<file path="config.mk">
export PLATFORM = sky130hd
export DESIGN_NAME = infix_to_postfix_converter
export DESIGN_NICKNAME = d
export VERILOG_FILES = /design/src/i2p_pkg.sv /design/src/i2p_front.sv /design/src/i2p_fifo.sv /design/src/i2p_back.sv /design/src/infix_to_postfix_converter.sv
export SDC_FILE = /design/constraint.sdc
export NUM_CORES = 1
export LEC_CHECK = 0
export ABC_AREA = 1
export BUFFER_PORTS_ARGS = -buffer_cell sky130_fd_sc_hd__buf_2
export CAP_MARGIN = 20
export CORE_ASPECT_RATIO = 0.8
export CORE_MARGIN = 10
export CORE_UTILIZATION = 45
export DETAILED_ROUTE_END_ITERATION = 10
export PLACE_DENSITY = 0.59
export SLEW_MARGIN = 0
export SYNTH_ARGS = -nofsm -noshare
export SYNTH_HDL_FRONTEND = slang
export SYNTH_SLANG_ARGS = --single-unit
</file>
<file path="constraint.sdc">
create_clock -name clk_i -period 9.5 [get_ports clk_i]
set_input_delay 0.475 -clock clk_i [delete_from_list [all_inputs] [get_ports clk_i]]
set_output_delay 0.475 -clock clk_i [all_outputs]
set_load 0.005 [all_outputs]
</file>
<file path="src/i2p_pkg.sv">
// ---------------------------------------------------------------------------
// i2p_pkg
// Types and constants shared by the infix-to-postfix converter modules.
// ---------------------------------------------------------------------------
package i2p_pkg;

  localparam int NUM_W  = 31;
  localparam int CHAR_W = 8;

  // Number saturation
  localparam logic [NUM_W-1:0] NUM_MAX      = 31'h7FFF_FFFF;
  // (NUM_MAX - d) / 10 for digits 0..7 and for digits 8..9
  localparam logic [NUM_W-1:0] SAT_LIMIT_LO = 31'd214748364;
  localparam logic [NUM_W-1:0] SAT_LIMIT_HI = 31'd214748363;
  localparam logic [3:0]       DIGIT_SPLIT  = 4'd7;

  // Characters
  localparam logic [CHAR_W-1:0] CH_0      = 8'h30;
  localparam logic [CHAR_W-1:0] CH_9      = 8'h39;
  localparam logic [CHAR_W-1:0] CH_UP_A   = 8'h41;
  localparam logic [CHAR_W-1:0] CH_UP_Z   = 8'h5A;
  localparam logic [CHAR_W-1:0] CH_LO_A   = 8'h61;
  localparam logic [CHAR_W-1:0] CH_LO_Z   = 8'h7A;
  localparam logic [CHAR_W-1:0] CH_PLUS   = 8'h2B;
  localparam logic [CHAR_W-1:0] CH_MINUS  = 8'h2D;
  localparam logic [CHAR_W-1:0] CH_TIMES  = 8'h2A;
  localparam logic [CHAR_W-1:0] CH_DIVIDE = 8'h2F;
  localparam logic [CHAR_W-1:0] CH_LPAREN = 8'h28;
  localparam logic [CHAR_W-1:0] CH_RPAREN = 8'h29;

  // Command queue between front and back
  localparam int QUEUE_DEPTH = 4;
  localparam int QPTR_W      = 2;
  localparam int QCNT_W      = 3;

  typedef enum logic [3:0] {
    CMD_IGNORE,
    CMD_LETTER,
    CMD_PLUS,
    CMD_MINUS,
    CMD_TIMES,
    CMD_DIVIDE,
    CMD_LPAREN,
    CMD_RPAREN,
    CMD_END
  } cmd_e;

  // Class of the most recent tokens, for unary minus detection
  typedef enum logic [2:0] {
    TC_NONE,
    TC_VALUE,
    TC_PLUS,
    TC_MINUS,
    TC_TIMES,
    TC_DIVIDE,
    TC_LPAREN,
    TC_RPAREN
  } tclass_e;

  // Operator stack codes
  typedef enum logic [2:0] {
    OPC_PLUS   = 3'd0,
    OPC_MINUS  = 3'd1,
    OPC_TIMES  = 3'd2,
    OPC_DIVIDE = 3'd3,
    OPC_LPAREN = 3'd4
  } opc_e;

  typedef enum logic [1:0] {
    KIND_NUMBER,
    KIND_VARIABLE,
    KIND_OPERATOR,
    KIND_END
  } kind_e;

  // Back-end sequencer states
  typedef enum logic [2:0] {
    BS_IDLE,
    BS_NUM,
    BS_RD,
    BS_ACT,
    BS_FIN
  } bstate_e;

  // One classified item
  typedef struct packed {
    logic              has_num;
    logic [NUM_W-1:0]  num;
    cmd_e              cmd;
    logic [CHAR_W-1:0] letter;
  } entry_t;

  // Front to queue
  typedef struct packed {
    logic   push;
    entry_t entry;
  } qpush_t;

  // Queue to back
  typedef struct packed {
    logic   empty;
    entry_t entry;
  } qhead_t;

  // One postfix token
  typedef struct packed {
    kind_e             kind;
    logic [NUM_W-1:0]  num;
    logic [CHAR_W-1:0] letter;
    logic [1:0]        op;
    logic              neg;
    logic              done;
  } token_t;

endpackage

</file>
<file path="src/i2p_front.sv">
// ---------------------------------------------------------------------------
// i2p_front
// Takes characters, builds numbers from digits and classifies the rest into
// commands for the back end.
// ---------------------------------------------------------------------------
module i2p_front import i2p_pkg::*; (
  input  logic              clk_i,
  input  logic              rst_ni,
  input  logic [CHAR_W-1:0] character_i,
  input  logic              end_of_expression_i,
  input  logic              in_valid_i,
  output logic              in_stall_o,
  input  logic              q_full_i,
  output qpush_t            q_push_o
);

  logic [NUM_W-1:0] acc_q, acc_d;
  logic             in_num_q, in_num_d;
  logic             accept;
  logic             is_digit;
  logic [CHAR_W-1:0] digit_full;
  logic [3:0]       digit;
  logic [NUM_W+3:0] acc_x10;
  logic [NUM_W-1:0] sat_limit;
  cmd_e             cmd;

  assign in_stall_o = q_full_i;
  assign accept     = in_valid_i && !q_full_i;

  assign is_digit   = !end_of_expression_i && (character_i >= CH_0) && (character_i <= CH_9);
  assign digit_full = character_i - CH_0;
  assign digit      = digit_full[3:0];

  // acc * 10 + d as shift-and-add
  assign acc_x10   = {1'b0, acc_q, 3'b000} + {3'b000, acc_q, 1'b0} +
                     {{NUM_W{1'b0}}, digit};
  assign sat_limit = (digit > DIGIT_SPLIT) ? SAT_LIMIT_HI : SAT_LIMIT_LO;

  // Classify a non-digit item
  always_comb begin
    cmd = CMD_IGNORE;
    if (end_of_expression_i) begin
      cmd = CMD_END;
    end else if (((character_i >= CH_UP_A) && (character_i <= CH_UP_Z)) ||
                 ((character_i >= CH_LO_A) && (character_i <= CH_LO_Z))) begin
      cmd = CMD_LETTER;
    end else begin
      case (character_i)
        CH_PLUS:   cmd = CMD_PLUS;
        CH_MINUS:  cmd = CMD_MINUS;
        CH_TIMES:  cmd = CMD_TIMES;
        CH_DIVIDE: cmd = CMD_DIVIDE;
        CH_LPAREN: cmd = CMD_LPAREN;
        CH_RPAREN: cmd = CMD_RPAREN;
        default:   cmd = CMD_IGNORE;
      endcase
    end
  end

  // Number accumulator and queue push
  always_comb begin
    acc_d             = acc_q;
    in_num_d          = in_num_q;
    q_push_o.push     = 1'b0;
    q_push_o.entry.has_num = in_num_q;
    q_push_o.entry.num     = acc_q;
    q_push_o.entry.cmd     = cmd;
    q_push_o.entry.letter  = character_i;
    if (accept) begin
      if (is_digit) begin
        in_num_d = 1'b1;
        if (!in_num_q) begin
          acc_d = {{(NUM_W-4){1'b0}}, digit};
        end else if (acc_q > sat_limit) begin
          acc_d = NUM_MAX;
        end else begin
          acc_d = acc_x10[NUM_W-1:0];
        end
      end else begin
        // ignored characters with nothing pending need no back-end work
        q_push_o.push = in_num_q || (cmd != CMD_IGNORE);
        in_num_d      = 1'b0;
        acc_d         = '0;
      end
    end
  end

  always_ff @(posedge clk_i or negedge rst_ni) begin
    if (!rst_ni) begin
      acc_q    <= '0;
      in_num_q <= 1'b0;
    end else begin
      acc_q    <= acc_d;
      in_num_q <= in_num_d;
    end
  end

endmodule

</file>
<file path="src/i2p_fifo.sv">
// ---------------------------------------------------------------------------
// i2p_fifo
// Short command queue that decouples the front end from the back end.
// ---------------------------------------------------------------------------
module i2p_fifo import i2p_pkg::*; (
  input  logic   clk_i,
  input  logic   rst_ni,
  input  qpush_t push_i,
  output logic   full_o,
  input  logic   pop_i,
  output qhead_t head_o
);

  entry_t              entries_q [QUEUE_DEPTH];
  logic [QPTR_W-1:0]   wr_ptr_q, rd_ptr_q;
  logic [QCNT_W-1:0]   cnt_q;
  logic                do_push, do_pop;

  assign full_o       = (cnt_q == QCNT_W'(QUEUE_DEPTH));
  assign head_o.empty = (cnt_q == '0);
  assign head_o.entry = entries_q[rd_ptr_q];

  assign do_push = push_i.push && !full_o;
  assign do_pop  = pop_i && !head_o.empty;

  // Storage
  always_ff @(posedge clk_i) begin
    if (do_push) begin
      entries_q[wr_ptr_q] <= push_i.entry;
    end
  end

  // Pointers and fill level
  always_ff @(posedge clk_i or negedge rst_ni) begin
    if (!rst_ni) begin
      wr_ptr_q <= '0;
      rd_ptr_q <= '0;
      cnt_q    <= '0;
    end else begin
      if (do_push) begin
        wr_ptr_q <= wr_ptr_q + 1'b1;
      end
      if (do_pop) begin
        rd_ptr_q <= rd_ptr_q + 1'b1;
      end
      if (do_push && !do_pop) begin
        cnt_q <= cnt_q + 1'b1;
      end else if (do_pop && !do_push) begin
        cnt_q <= cnt_q - 1'b1;
      end
    end
  end

endmodule

</file>
<file path="src/i2p_back.sv">
// ---------------------------------------------------------------------------
// i2p_back
// Executes commands against the operator stack and produces postfix tokens.
// The last token of a command is held back so it can be marked run_last.
// ---------------------------------------------------------------------------
module i2p_back import i2p_pkg::*; #(
  parameter int STACK_DEPTH = 32
) (
  input  logic              clk_i,
  input  logic              rst_ni,
  input  qhead_t            head_i,
  output logic              pop_o,
  output logic [1:0]        token_kind_o,
  output logic [NUM_W-1:0]  number_value_o,
  output logic [CHAR_W-1:0] variable_letter_o,
  output logic [1:0]        operator_code_o,
  output logic              negated_o,
  output logic              run_last_o,
  output logic              expression_done_o,
  output logic              stack_overflowed_o,
  output logic              out_valid_o,
  input  logic              out_stall_i
);

  localparam int AW = $clog2(STACK_DEPTH);
  localparam int CW = $clog2(STACK_DEPTH + 1);
  localparam logic [CW-1:0] DEPTH_C = CW'(STACK_DEPTH);

  // Stack memory, read data registered
  logic [2:0]    stack_mem [STACK_DEPTH];
  logic [2:0]    top_q;
  logic          push_en;
  logic [2:0]    push_code;
  logic [CW-1:0] cnt_m1;
  logic [AW-1:0] rd_addr, wr_addr;

  bstate_e       state_q, state_d;
  entry_t        cmd_q, cmd_d;
  logic [CW-1:0] count_q, count_d;
  tclass_e       prev_q, prev_d, earlier_q, earlier_d;
  logic          ovf_q, ovf_d;
  logic          first_q, first_d;
  token_t        pend_q, pend_d;
  logic          pend_v_q, pend_v_d;
  token_t        out_q, out_d;
  logic          out_last_q, out_last_d;
  logic          out_ovf_q, out_ovf_d;
  logic          out_v_q, out_v_d;

  logic          out_free, can_step, not_empty, neg;
  logic          emit;
  token_t        emit_tok;

  function automatic tclass_e cmd_class(cmd_e c);
    tclass_e t;
    case (c)
      CMD_PLUS:   t = TC_PLUS;
      CMD_MINUS:  t = TC_MINUS;
      CMD_TIMES:  t = TC_TIMES;
      CMD_DIVIDE: t = TC_DIVIDE;
      CMD_LPAREN: t = TC_LPAREN;
      CMD_RPAREN: t = TC_RPAREN;
      default:    t = TC_VALUE;
    endcase
    return t;
  endfunction

  function automatic logic [2:0] cmd_opcode(cmd_e c);
    logic [2:0] o;
    case (c)
      CMD_PLUS:   o = OPC_PLUS;
      CMD_MINUS:  o = OPC_MINUS;
      CMD_TIMES:  o = OPC_TIMES;
      CMD_DIVIDE: o = OPC_DIVIDE;
      default:    o = OPC_LPAREN;
    endcase
    return o;
  endfunction

  assign cnt_m1  = count_q - CW'(1);
  assign rd_addr = cnt_m1[AW-1:0];
  assign wr_addr = count_q[AW-1:0];

  always_ff @(posedge clk_i) begin
    if (push_en) begin
      stack_mem[wr_addr] <= push_code;
    end
    top_q <= stack_mem[rd_addr];
  end

  assign out_free  = !out_v_q || !out_stall_i;
  assign can_step  = !pend_v_q || out_free;
  assign not_empty = (count_q != '0);
  assign neg       = (prev_q == TC_MINUS) &&
                     ((earlier_q == TC_NONE) || (earlier_q == TC_LPAREN));

  // Sequencer
  always_comb begin
    state_d    = state_q;
    cmd_d      = cmd_q;
    count_d    = count_q;
    prev_d     = prev_q;
    earlier_d  = earlier_q;
    ovf_d      = ovf_q;
    first_d    = first_q;
    pend_d     = pend_q;
    pend_v_d   = pend_v_q;
    out_d      = out_q;
    out_last_d = out_last_q;
    out_ovf_d  = out_ovf_q;
    out_v_d    = out_v_q;
    pop_o      = 1'b0;
    push_en    = 1'b0;
    push_code  = cmd_opcode(cmd_q.cmd);
    emit       = 1'b0;
    emit_tok   = '0;

    if (out_v_q && !out_stall_i) begin
      out_v_d = 1'b0;
    end

    case (state_q)
      BS_IDLE: begin
        if (!head_i.empty) begin
          pop_o   = 1'b1;
          cmd_d   = head_i.entry;
          first_d = 1'b1;
          state_d = head_i.entry.has_num ? BS_NUM : BS_ACT;
        end
      end

      // pending number, with unary minus check
      BS_NUM: begin
        if (can_step) begin
          emit          = 1'b1;
          emit_tok.kind = KIND_NUMBER;
          emit_tok.num  = cmd_q.num;
          emit_tok.neg  = neg;
          emit_tok.done = (cmd_q.cmd == CMD_END);
          earlier_d     = prev_q;
          prev_d        = TC_VALUE;
          if (neg && not_empty && (top_q == OPC_MINUS)) begin
            count_d = cnt_m1;
            state_d = BS_RD;
          end else begin
            state_d = BS_ACT;
          end
        end
      end

      // wait for the new top of stack
      BS_RD: begin
        state_d = BS_ACT;
      end

      BS_ACT: begin
        if (can_step) begin
          first_d = 1'b0;
          if (first_q && (cmd_q.cmd != CMD_END) && (cmd_q.cmd != CMD_LETTER) &&
              (cmd_q.cmd != CMD_IGNORE)) begin
            earlier_d = prev_q;
            prev_d    = cmd_class(cmd_q.cmd);
          end
          case (cmd_q.cmd)
            CMD_END: begin
              if (not_empty) begin
                // open parentheses left at the end vanish silently
                if (top_q != OPC_LPAREN) begin
                  emit          = 1'b1;
                  emit_tok.kind = KIND_OPERATOR;
                  emit_tok.op   = top_q[1:0];
                  emit_tok.done = 1'b1;
                end
                count_d = cnt_m1;
                state_d = BS_RD;
              end else begin
                if (!pend_v_q) begin
                  emit          = 1'b1;
                  emit_tok.kind = KIND_END;
                  emit_tok.done = 1'b1;
                end
                count_d   = '0;
                prev_d    = TC_NONE;
                earlier_d = TC_NONE;
                state_d   = BS_FIN;
              end
            end
            CMD_LETTER: begin
              emit            = 1'b1;
              emit_tok.kind   = KIND_VARIABLE;
              emit_tok.letter = cmd_q.letter;
              emit_tok.neg    = neg;
              earlier_d       = prev_q;
              prev_d          = TC_VALUE;
              if (neg && not_empty && (top_q == OPC_MINUS)) begin
                count_d = cnt_m1;
              end
              state_d = BS_FIN;
            end
            CMD_PLUS, CMD_MINUS, CMD_TIMES, CMD_DIVIDE: begin
              if (not_empty &&
                  (((cmd_q.cmd == CMD_PLUS || cmd_q.cmd == CMD_MINUS) &&
                    (top_q < OPC_LPAREN)) ||
                   (top_q == OPC_TIMES) || (top_q == OPC_DIVIDE))) begin
                emit          = 1'b1;
                emit_tok.kind = KIND_OPERATOR;
                emit_tok.op   = top_q[1:0];
                count_d       = cnt_m1;
                state_d       = BS_RD;
              end else begin
                if (count_q < DEPTH_C) begin
                  push_en = 1'b1;
                  count_d = count_q + CW'(1);
                end else begin
                  ovf_d = 1'b1;
                end
                state_d = BS_FIN;
              end
            end
            CMD_LPAREN: begin
              if (count_q < DEPTH_C) begin
                push_en = 1'b1;
                count_d = count_q + CW'(1);
              end else begin
                ovf_d = 1'b1;
              end
              state_d = BS_FIN;
            end
            CMD_RPAREN: begin
              if (not_empty && (top_q != OPC_LPAREN)) begin
                emit          = 1'b1;
                emit_tok.kind = KIND_OPERATOR;
                emit_tok.op   = top_q[1:0];
                count_d       = cnt_m1;
                state_d       = BS_RD;
              end else begin
                // unmatched close parenthesis leaves an empty stack alone
                if (not_empty) begin
                  count_d = cnt_m1;
                end
                state_d = BS_FIN;
              end
            end
            default: begin
              state_d = BS_FIN;
            end
          endcase
        end
      end

      // hand over the held token as the last of this command
      BS_FIN: begin
        if (can_step) begin
          if (pend_v_q) begin
            out_d      = pend_q;
            out_last_d = 1'b1;
            out_ovf_d  = ovf_q;
            out_v_d    = 1'b1;
            pend_v_d   = 1'b0;
          end
          if (!head_i.empty) begin
            pop_o   = 1'b1;
            cmd_d   = head_i.entry;
            first_d = 1'b1;
            state_d = head_i.entry.has_num ? BS_NUM : BS_ACT;
          end else begin
            state_d = BS_IDLE;
          end
        end
      end

      default: begin
        state_d = BS_IDLE;
      end
    endcase

    // new token: previous held one moves to the output register
    if (emit) begin
      if (pend_v_q) begin
        out_d      = pend_q;
        out_last_d = 1'b0;
        out_ovf_d  = ovf_q;
        out_v_d    = 1'b1;
      end
      pend_d   = emit_tok;
      pend_v_d = 1'b1;
    end
  end

  always_ff @(posedge clk_i or negedge rst_ni) begin
    if (!rst_ni) begin
      state_q   <= BS_IDLE;
      count_q   <= '0;
      prev_q    <= TC_NONE;
      earlier_q <= TC_NONE;
      ovf_q     <= 1'b0;
      first_q   <= 1'b0;
      pend_v_q  <= 1'b0;
      out_v_q   <= 1'b0;
    end else begin
      state_q   <= state_d;
      count_q   <= count_d;
      prev_q    <= prev_d;
      earlier_q <= earlier_d;
      ovf_q     <= ovf_d;
      first_q   <= first_d;
      pend_v_q  <= pend_v_d;
      out_v_q   <= out_v_d;
    end
  end

  // Payload registers
  always_ff @(posedge clk_i) begin
    cmd_q      <= cmd_d;
    pend_q     <= pend_d;
    out_q      <= out_d;
    out_last_q <= out_last_d;
    out_ovf_q  <= out_ovf_d;
  end

  assign out_valid_o        = out_v_q;
  assign token_kind_o       = out_q.kind;
  assign number_value_o     = out_q.num;
  assign variable_letter_o  = out_q.letter;
  assign operator_code_o    = out_q.op;
  assign negated_o          = out_q.neg;
  assign expression_done_o  = out_q.done;
  assign run_last_o         = out_last_q;
  assign stack_overflowed_o = out_ovf_q;

endmodule

</file>
<file path="src/infix_to_postfix_converter.sv">
// ---------------------------------------------------------------------------
// infix_to_postfix_converter
// Shunting-yard conversion of an ASCII expression stream to postfix tokens.
// ---------------------------------------------------------------------------
// Digits, and ignored characters while no number is pending, are absorbed by
// the front end and cost no back-end time; the front end takes a character
// every cycle while the four-entry command queue has room. In the back end
// every other item passes through BS_ACT and BS_FIN, through BS_NUM when it
// closes a pending number, through BS_RD when that number removes a unary
// minus from the stack, and through BS_RD and BS_ACT for each operator
// popped or open parenthesis dropped by an end item: each pop that is
// followed by another look at the stack waits in BS_RD for the registered
// read of the operator stack memory (STACK_DEPTH entries). Tokens leave
// through an output register, so a stalled output does not stop input
// transfers until the queue fills. The overflow flag is sticky until reset.
module infix_to_postfix_converter import i2p_pkg::*; #(
  parameter int STACK_DEPTH = 32
) (
  input  logic              clk_i,
  input  logic              rst_ni,
  input  logic [CHAR_W-1:0] character_i,
  input  logic              end_of_expression_i,
  input  logic              in_valid_i,
  output logic              in_stall_o,
  output logic [1:0]        token_kind_o,
  output logic [NUM_W-1:0]  number_value_o,
  output logic [CHAR_W-1:0] variable_letter_o,
  output logic [1:0]        operator_code_o,
  output logic              negated_o,
  output logic              run_last_o,
  output logic              expression_done_o,
  output logic              stack_overflowed_o,
  output logic              out_valid_o,
  input  logic              out_stall_i
);

  qpush_t q_push;
  qhead_t q_head;
  logic   q_full;
  logic   q_pop;

  i2p_front u_front (
    .clk_i               (clk_i),
    .rst_ni              (rst_ni),
    .character_i         (character_i),
    .end_of_expression_i (end_of_expression_i),
    .in_valid_i          (in_valid_i),
    .in_stall_o          (in_stall_o),
    .q_full_i            (q_full),
    .q_push_o            (q_push)
  );

  i2p_fifo u_fifo (
    .clk_i  (clk_i),
    .rst_ni (rst_ni),
    .push_i (q_push),
    .full_o (q_full),
    .pop_i  (q_pop),
    .head_o (q_head)
  );

  i2p_back #(
    .STACK_DEPTH (STACK_DEPTH)
  ) u_back (
    .clk_i              (clk_i),
    .rst_ni             (rst_ni),
    .head_i             (q_head),
    .pop_o              (q_pop),
    .token_kind_o       (token_kind_o),
    .number_value_o     (number_value_o),
    .variable_letter_o  (variable_letter_o),
    .operator_code_o    (operator_code_o),
    .negated_o          (negated_o),
    .run_last_o         (run_last_o),
    .expression_done_o  (expression_done_o),
    .stack_overflowed_o (stack_overflowed_o),
    .out_valid_o        (out_valid_o),
    .out_stall_i        (out_stall_i)
  );

endmodule

</file>
==> out/metrics.cfg, run 1 <==
[status]
outcome=finished clean

[global_routing]
grt_pass1_vias=14800
grt.total_usage_pct=18.2
grt_max_degree=91
grt_antenna_before_repair=4
overflow=0
grt_pass1_wl_um=84400

[timing]
setup_viol=0
tns_ns=0
rsz0062_at_grt=no
fin_crit_ns=3.15
finalHoldViolCount=0
period_share_pct=33.1
fin_skew_ns=0.0224
worst_pin_slew_ns=0.906
worst_slack_ns=6.35
slew_headroom_pct=39.6
clock.fmax_mhz=318
slew_viol_final=0

[synth]
yosysSeqAreaShare_pct=61.7
ys_warn_count=0
ys_ff_latch=468
synthFlopType=edfxtp_1
synth_nets=2205
synth.distinct_cells=57
netlist_area_mm2=0.0223
async_reset_ff_share_pct=12.4
netlist_instances=2121
syn_area_per_cell_um2=10.5
synth_edf_count=407

[final_layout]
drive_above_1_share_pct=9.83
final_common_cell=edfxtp_1
nFillCells=4377
final_cells=2846
syn_to_final_growth_pct=11.4
most-common-layout-cells=edfxtp_1 (407), nand2_1 (369), nor2_1 (316)
seq_area_mm2=0.0137
nets=2260
num_antenna_cells=0
finalInstanceArea_mm2=0.0248
multi_input_area_mm2=0.00736
fin_util_pct=51.0

[pwr]
p_seq_share_pct=41.8
combPwrFrac_pct=32.6
sw_frac_of_total_pct=36.5
vdd_drop_max_mv=0.185
p_leak_nw=10.3
power_switching_mw=2.71
intPower_mw=4.73
p_per_area_mw_per_mm2=300
pwr-share-clk_pct=25.7

[setup_path]
slowest_delay_ns=0.49
worstPathRequired_ns=9.73
criticalPathCategory=reg -> reg
worst_setup_path_start_kind=register
cpMaxStageDelayCell=buf_4
end_kind=register
worstPathArrival_ns=3.38
crit_chain=inv_1, ha_1, nand3_4, clkinv_2, nand3_2, o21a_1, nand2_2, nand2_4, nand3_2, buf_4
cp_common_cell=nand3_2
critPathMaxFanout=50

[routing]
drt-initial-drc-count=1442
routedWlPerCell_um=18.9
antenna_left=0
via_per_inst=5.42
wl_um=53800
firstDrtPassIters=6
num_vias=15400
drc=0

[floorplan]
die_area_mm2=0.0588
core_area_mm2=0.0486
start_util_pct=45.8
die_x_um=269
fp.dieH_um=219
num_rows=72
io_pins=62

[clock_tree]
cts-root-buf=clkbuf_16
cts_tree=done
cts_sinks=468
clock_latency_ns=0.60
cts_buffers=49
hold_buffers=0
ctsResizeCount=0
clkTransAtPathRegs_ns=0.06
htree_levels=2
clockBufferDepth=3
post_cts_buffers=0

[placement]
dpl_cell_area_mm2=0.0232
dp.cells=2753
place_congestion=0.886
portBuffers=61
hpwlAfterDp_um=34900
pre_cts_ws_ns=6.36

[job]
drv_cap=0

[min_path]
hold_path_class=in -> async

-- cell families after synthesis --
group	Yosys count	share of synthesized area [%]
flip-flops	468	61.7
AO/OA/AOI/OAI	351	9.15
multiplexers	46	2.07
XOR/XNOR	15	0.674
adder cells (fa/ha/maj)	71	4.09
buffers and inverters	297	5.49
AND/OR/NAND/NOR	873	16.8
-- per-layer routing --
metal | up-vias | global-route usage [%] | part of all wire, %
met5 | - | 0 | 0.098
met4 | 8 | 4.71 | 1.9
met3 | 76 | 3.39 | 7.4
met2 | 482 | 25.7 | 41
met1 | 7401 | 28.0 | 49
li1 | 7472 | - | -
-- layout make-up --
| type | instances | share of cell area, % |
|---|---|---|
| Clock buffer | 66 | 5.41 |
| Sequential cell | 468 | 55.4 |
| Clock inverter | 26 | 1.06 |
| Tap cell | 629 | 3.17 |
| Timing Repair Buffer | 81 | 1.92 |
| Multi-Input combinational cell | 1356 | 29.7 |
| Inverter | 220 | 3.36 |
-- stage by stage --
step	hold WS, ns	power, mW
2_1_floorplan	0.179	4.77
3_3_place_gp	0.470	5.54
3_5_place_dp	0.475	5.56
4_1_cts	0.0820	7.48
5_1_grt	0.109	7.90
6_report	0.0398	7.44
-- worst max-delay path: cells and delay by family (launching register included) --
| kind | cells | cell delay (ns) |
|---|---|---|
| AOI/OAI and AO/OA | 1 | 0.13 |
| buffers and inverters | 3 | 0.74 |
| adders and majority gates | 1 | 0.42 |
| and+or+nand+nor | 5 | 0.98 |
| DFF | 1 | 0.44 |
-- Yosys cell counts (39+ instances only) --
| cell type | number | area, um2 |
|---|---|---|
| inv_1 | 207 | 777 |
| nand3_1 | 103 | 515 |
| a31oi_1 | 43 | 269 |
| o22ai_1 | 55 | 344 |
| edfxtp_1 | 407 | 12200 |
| mux2i_1 | 45 | 450 |
| o21ai_0 | 163 | 816 |
| dfrtp_1 | 58 | 1450 |
| ha_1 | 68 | 851 |
| clkbuf_1 | 53 | 199 |
| nand2_1 | 369 | 1390 |
| nor2_1 | 320 | 1200 |
| a21oi_1 | 39 | 195 |
-- power by group through the flow --
| stage | clock network (mW) | registers [mW] | logic (mW) |
|---|---|---|---|
| 6_report | 1.91 | 3.11 | 2.42 |
| 5_1_grt | 2.04 | 3.16 | 2.70 |
| 4_1_cts | 1.95 | 3.11 | 2.42 |
| 3_5_place_dp | 0 | 3.15 | 2.41 |
| 3_3_place_gp | 0 | 3.14 | 2.40 |
| 2_1_floorplan | 0 | 3.09 | 1.68 |
-- path summary, 6_finish.rpt --
path	cells past startpoint	slack, ns	start	to
min reg2reg	2	0.48	u_back.ovf_q	u_back.ovf_q
max	10	6.35	u_back.count_q[1]	register
max in group asynchronous	2	8.81	rst_ni	u_front.acc_q[12]
min	2	0.04	rst_ni	u_back.earlier_q[1]
max reg2reg	10	6.35	u_back.count_q[1]	register
min in group clk_i	1	0.13	character_i[6]	u_fifo.entries_q[1][6]
Power figures use the tool's default switching activity.
==> run 2, diff against run 1 <==
clock period = 3.2 ns   (was 9.5 ns; I/O delays follow)
==> run 2 against run 1 <==
- clock power increased to 3.0 times the previous value
- sequential share of layout area decreased by 0.71 points
- combinational power rose to 3.1 times the previous value
- clock skew rose by 0.013 ns
- die area is the same
- sequential power grew to 3.0 times the previous value
- final area grew 1.3%
- power rose to 3.0 times the previous value
- register-to-register slack worse by 5.9 ns
- worst hold slack better by 0.052 ns
- first-iteration DRC count increased by 17%
- clock-buffer cell count fell by 10
- largest power group unchanged
==> out/metrics.cfg, run 2 (synthesized netlist as in run 1, its figures left out) <==
[final_layout]
seq_area_mm2=0.0137
final_cells=2873
most-common-layout-cells=edfxtp_1 (407), nand2_1 (369), nor2_1 (316)
multi_input_area_mm2=0.00737
nets=2290
nFillCells=4313
drive_above_1_share_pct=10.5
final_common_cell=edfxtp_1
syn_to_final_growth_pct=12.8

[clock_tree]
post_cts_buffers=0
cts-root-buf=clkbuf_16
clkTransAtPathRegs_ns=0.06
cts_sinks=468
ctsResizeCount=0
cts_tree=done
clockBufferDepth=3
hold_buffers=11
cts_buffers=47
clock_latency_ns=0.60
htree_levels=2

[floorplan]
io_pins=62
die_area_mm2=0.0588
start_util_pct=45.8
fp.dieH_um=219
die_x_um=269
num_rows=72
core_area_mm2=0.0486

[min_path]
hold_path_class=in -> reg
hold_path_depth=4
holdPathEnd=u_front.in_num_q
hp-start=in_valid_i

[timing]
worst_slack_ns=0.480
whs_ns=0.0913
fin_crit_ns=2.72
fin_skew_ns=0.0355
slew_headroom_pct=39.9
clock.fmax_mhz=368
finalHoldViolCount=0
slew_viol_final=0
period_share_pct=85.0
rsz0062_at_grt=no
worst_pin_slew_ns=0.901
setup_viol=0

[routing]
antenna_left=0
routedWlPerCell_um=19.0
drt-initial-drc-count=1683
top_layer_used=met5
drc=0
routed-wl-met2_um=21900
firstDrtPassIters=5
via_per_inst=5.45
met1_length_um=27100
wl_um=54600
met3_length_um=4400
num_vias=15700

[setup_path]
reg2reg_to=u_front.acc_q[30]
criticalPathCategory=in -> reg
critPathMaxFanout=7
r2r_start=u_front.acc_q[0]
rr_worst_depth=14
worstPathArrival_ns=3.23
end_kind=register
rrSetupSlack_ns=0.49
worstPathRequired_ns=3.71
worst_setup_path_start_kind=input pin

[placement]
pre_cts_ws_ns=0.502
hpwlAfterDp_um=36700
place_congestion=0.931
portBuffers=61
dp.cells=2775

[global_routing]
grt_pass1_vias=14900
grt_max_degree=90
grt.total_usage_pct=18.3
grt_antenna_before_repair=3
overflow=0
grt_pass1_wl_um=85100

[status]
outcome=finished clean

[job]
drv_cap=0

[pwr]
p_seq_share_pct=41.1
pwr-share-clk_pct=25.6
vdd_drop_max_mv=0.675
combPwrFrac_pct=33.3
intPower_mw=14.2
sw_frac_of_total_pct=36.5
power_switching_mw=8.16
p_per_area_mw_per_mm2=889
p_leak_nw=10.5

[run 2: changes by cell type in the layout (fill, tap and decap cells not counted), moves of 2 or more]
cell / previous run / this run
clkbuf_1: 13 / 8
buf_4: 19 / 36
clkbuf_8: 3 / 1
buf_12: 0 / 5
bufinv_16: 4 / 7
clkbuf_16: 50 / 47
dlygate4sd3_1: 0 / 11
diode_2: 0 / 3
clkinv_2: 9 / 4
clkinv_4: 0 / 3
[run 2: worst max-delay path by stage]
stage                      from                      to  slack (ns)  depth (start not counted)
6_report         character_i[6]         u_fifo.cnt_q[2]        0.48                         18
3_5_place_dp     character_i[6]         u_fifo.cnt_q[2]        0.50                         17
5_1_grt          character_i[6]         u_fifo.cnt_q[2]        0.25                         18
3_3_place_gp     character_i[6]         u_fifo.cnt_q[2]        0.58                         17
2_1_floorplan   u_fifo.cnt_q[2]  u_fifo.entries_q[0][0]       -0.23                          7
4_1_cts        u_front.acc_q[0]       u_front.acc_q[30]        0.51                         14
[run 2: worst max-delay path: stages]
cell and delay [ns]:
dlygate4sd3_1 0.57, buf_2 0.17, nor2_1 0.11, nand2_1 0.14
nor2_1 0.19, nand2_1 0.11, a21oi_1 0.15, nand2_1 0.09
nand4_1 0.14, nand2_1 0.28, inv_1 0.13, ha_1 0.15
inv_1 0.07, fa_1 0.39, nor2_1 0.12, nor2_1 0.04
nand2_1 0.07, xor2_1 0.15
[run 2: per-layer routing]
metal / GRT usage, % / vias to the layer above
met5: 0 / -
met4: 5.24 / 2
met1: 28.6 / 7517
li1: - / 7530
met2: 25.3 / 527
met3: 3.39 / 85
[run 2: final cells by class]
class,instances,share of cell area (%)
clock buffers,56,4.86
diodes,3,0.0299
flip-flops and latches,468,54.7
clock inverters,28,1.51
inverters,220,3.32
well taps,629,3.13
multi-input cells,1356,29.3
repair buffers,113,3.13
[run 2: metrics by stage]
| stage | util, % | instance area [um2] | setup TNS [ns] | power (mW) |
|---|---|---|---|---|
| CTS | 51.6 | 25100 | 0 | 22.4 |
| floorplan | - | 22300 | -40.50 | 14.1 |
| finish | 51.6 | 25100 | 0 | 22.3 |
| global route | 51.6 | 25100 | 0 | 23.6 |
| global placement | 48.1 | 23400 | 0 | 16.5 |
| detailed placement | 48.1 | 23400 | 0 | 16.7 |
[run 2: power groups by stage]
stage	clock [mW]	sequential, mW	combinational (mW)
3_3_place_gp	0	9.27	7.27
2_1_floorplan	0	9.15	4.99
6_report	5.72	9.18	7.43
3_5_place_dp	0	9.31	7.36
5_1_grt	6.07	9.33	8.22
4_1_cts	5.85	9.19	7.40
==> run 3, diff against run 2 <==
clock period = 2.6 ns   (was 3.2 ns; I/O delays follow)
==> run 3 against run 2 <==
- combinational power grew 27%
- critical endpoint is now u_front.acc_q[21]
- largest power group unchanged
- largest cell class unchanged
- flip-flop and latch count stayed put
- highest routed layer unchanged
- power up 24%
- first-iteration DRC count down 9.3%
==> out/metrics.cfg, run 3 (synthesized netlist as in run 1, its figures left out) <==
[timing]
rsz0062_at_grt=no
period_share_pct=92.9
worst_slack_ns=0.186
slew_viol_final=0
finalHoldViolCount=0
fin_crit_ns=2.41
fin_skew_ns=0.0215
slew_headroom_pct=43.1
clock.fmax_mhz=414
setup_viol=0
worst_pin_slew_ns=0.854

[global_routing]
grt_antenna_before_repair=3
grt_max_degree=90
grt_pass1_vias=15200
overflow=0
grt_pass1_wl_um=86700
grt.total_usage_pct=18.6

[floorplan]
num_rows=72
io_pins=62
die_x_um=269
fp.dieH_um=219
start_util_pct=45.8
die_area_mm2=0.0588
core_area_mm2=0.0486

[final_layout]
fin_util_pct=52.6
syn_to_final_growth_pct=14.8
final_common_cell=edfxtp_1
finalInstanceArea_mm2=0.0256
nets=2338
most-common-layout-cells=edfxtp_1 (407), nand2_1 (368), nor2_1 (314)
nFillCells=4264
drive_above_1_share_pct=12.8

[routing]
antenna_left=0
wl_um=55100
drc=0
drt-initial-drc-count=1526
num_vias=15900
via_per_inst=5.44
routedWlPerCell_um=18.9
firstDrtPassIters=5

[clock_tree]
clock_latency_ns=0.60
cts_tree=done
clockBufferDepth=3
post_cts_buffers=0
cts_buffers=47
cts_sinks=468
cts-root-buf=clkbuf_16
clkTransAtPathRegs_ns=0.06
htree_levels=2

[setup_path]
cpMaxStageDelayCell=dfrtp_1
worstPathArrival_ns=2.87
slowest_delay_ns=0.38
critPathMaxFanout=7
reg2reg_to=u_front.acc_q[21]
cp_common_cell=nand2_1
crit_chain=buf_4, ha_1, ha_1, nand2_1, nor2_1, nand3_1, nand2_1, nand2_1, nand2_1, nand2_1, nand2_1, nand2_1, nand3_1, nand3_1
worst_setup_path_start_kind=register
end_kind=register
criticalPathCategory=reg -> reg
r2r_start=u_front.acc_q[2]
rr_worst_depth=14
rrSetupSlack_ns=0.19
worstPathRequired_ns=3.06

[min_path]
hp-start=in_valid_i
holdPathEnd=u_fifo.wr_ptr_q[1]
hold_path_class=in -> reg
hold_path_depth=7

[placement]
hpwlAfterDp_um=36800
dpl_cell_area_mm2=0.0238
pre_cts_ws_ns=0.117
portBuffers=61
place_congestion=0.946

[pwr]
p_per_area_mw_per_mm2=1080
vdd_drop_max_mv=0.631
power_mw=27.6
p_leak_nw=10.7

[status]
outcome=finished clean

[job]
drv_cap=0

## run 3: cell count changes in the layout (fill, tap and decap cells not counted), moves of 2 or more
cell        change
clkinvlp_4      +3
clkinv_1        +2
diode_2         -2
ha_4            +2
clkinv_2        +5
ha_1            -2
nor2_1          -2
clkinv_4        -2
inv_6           -2
buf_12          +5
buf_4          +43
## run 3: critical path, delay by kind of cell, from the launching register on
kind / cells / cell delay [ns]
flops: 1 / 0.38
simple gates: 11 / 1.09
fa+ha+maj: 2 / 0.65
buf+inv: 1 / 0.16
## run 3: report_power, final
| part | switching [mW] | internal, mW | total (mW) | leakage (nW) |
|---|---|---|---|---|
| logic | 6.42 | 2.99 | 9.40 | 5.39 |
| registers | 0.699 | 10.6 | 11.3 | 4.59 |
| clock network | 2.92 | 4.00 | 6.92 | 0.755 |
| total | 10.0 | 17.6 | 27.6 | 10.7 |
## run 3: area by class of cell
class | count | area (um2) | share of cell area [%]
tap | 629 | 787 | 3.08
clock buffer | 55 | 1230 | 4.80
multi-input combinational | 1356 | 7420 | 29.0
antenna | 1 | 2.50 | 0.00979
sequential | 468 | 13700 | 53.7
timing repair buffer | 161 | 1210 | 4.73
clock inverter | 32 | 350 | 1.37
inverter | 220 | 835 | 3.26
## run 3: how the worst max path moves through the flow
stage	from	endpoint	cells past startpoint
2_1_floorplan	u_fifo.cnt_q[2]	u_fifo.entries_q[0][0]	7
6_report	u_front.acc_q[2]	u_front.acc_q[21]	14
3_5_place_dp	character_i[6]	u_fifo.cnt_q[1]	14
4_1_cts	character_i[6]	u_fifo.cnt_q[1]	15
5_1_grt	u_front.acc_q[6]	u_front.acc_q[29]	14
3_3_place_gp	u_front.acc_q[1]	u_front.acc_q[29]	14
## run 3: what timing repair did
action / 4_1_cts / 5_1_grt
gates resized for setup: 0 / 8
endpoints found under the setup margin: 0 / 6
hold buffers: 11 / 0
endpoints found under the hold margin: 69 / 0
## run 3: metal layers
| metal | GRT usage (%) | up-vias | part of all wire (%) |
|---|---|---|---|
| li1 | - | 7624 | - |
| met1 | 28.6 | 7693 | 50 |
| met2 | 26.1 | 491 | 41 |
| met3 | 3.59 | 72 | 7.0 |
| met4 | 5.01 | 4 | 1.7 |
| met5 | 0 | - | 0.044 |
## run 3: per-stage QoR
| stage | instances | setup TNS (ns) | hold slack, ns |
|---|---|---|---|
| 2_1_floorplan | 2121 | -25.79 | -0.166 |
| 3_3_place_gp | 2823 | 0 | 0.269 |
| 3_5_place_dp | 2823 | 0 | 0.296 |
| 4_1_cts | 2921 | 0 | 0.0747 |
| 5_1_grt | 2922 | 0 | 0.110 |
| 6_report | 2922 | 0 | 0.0938 |
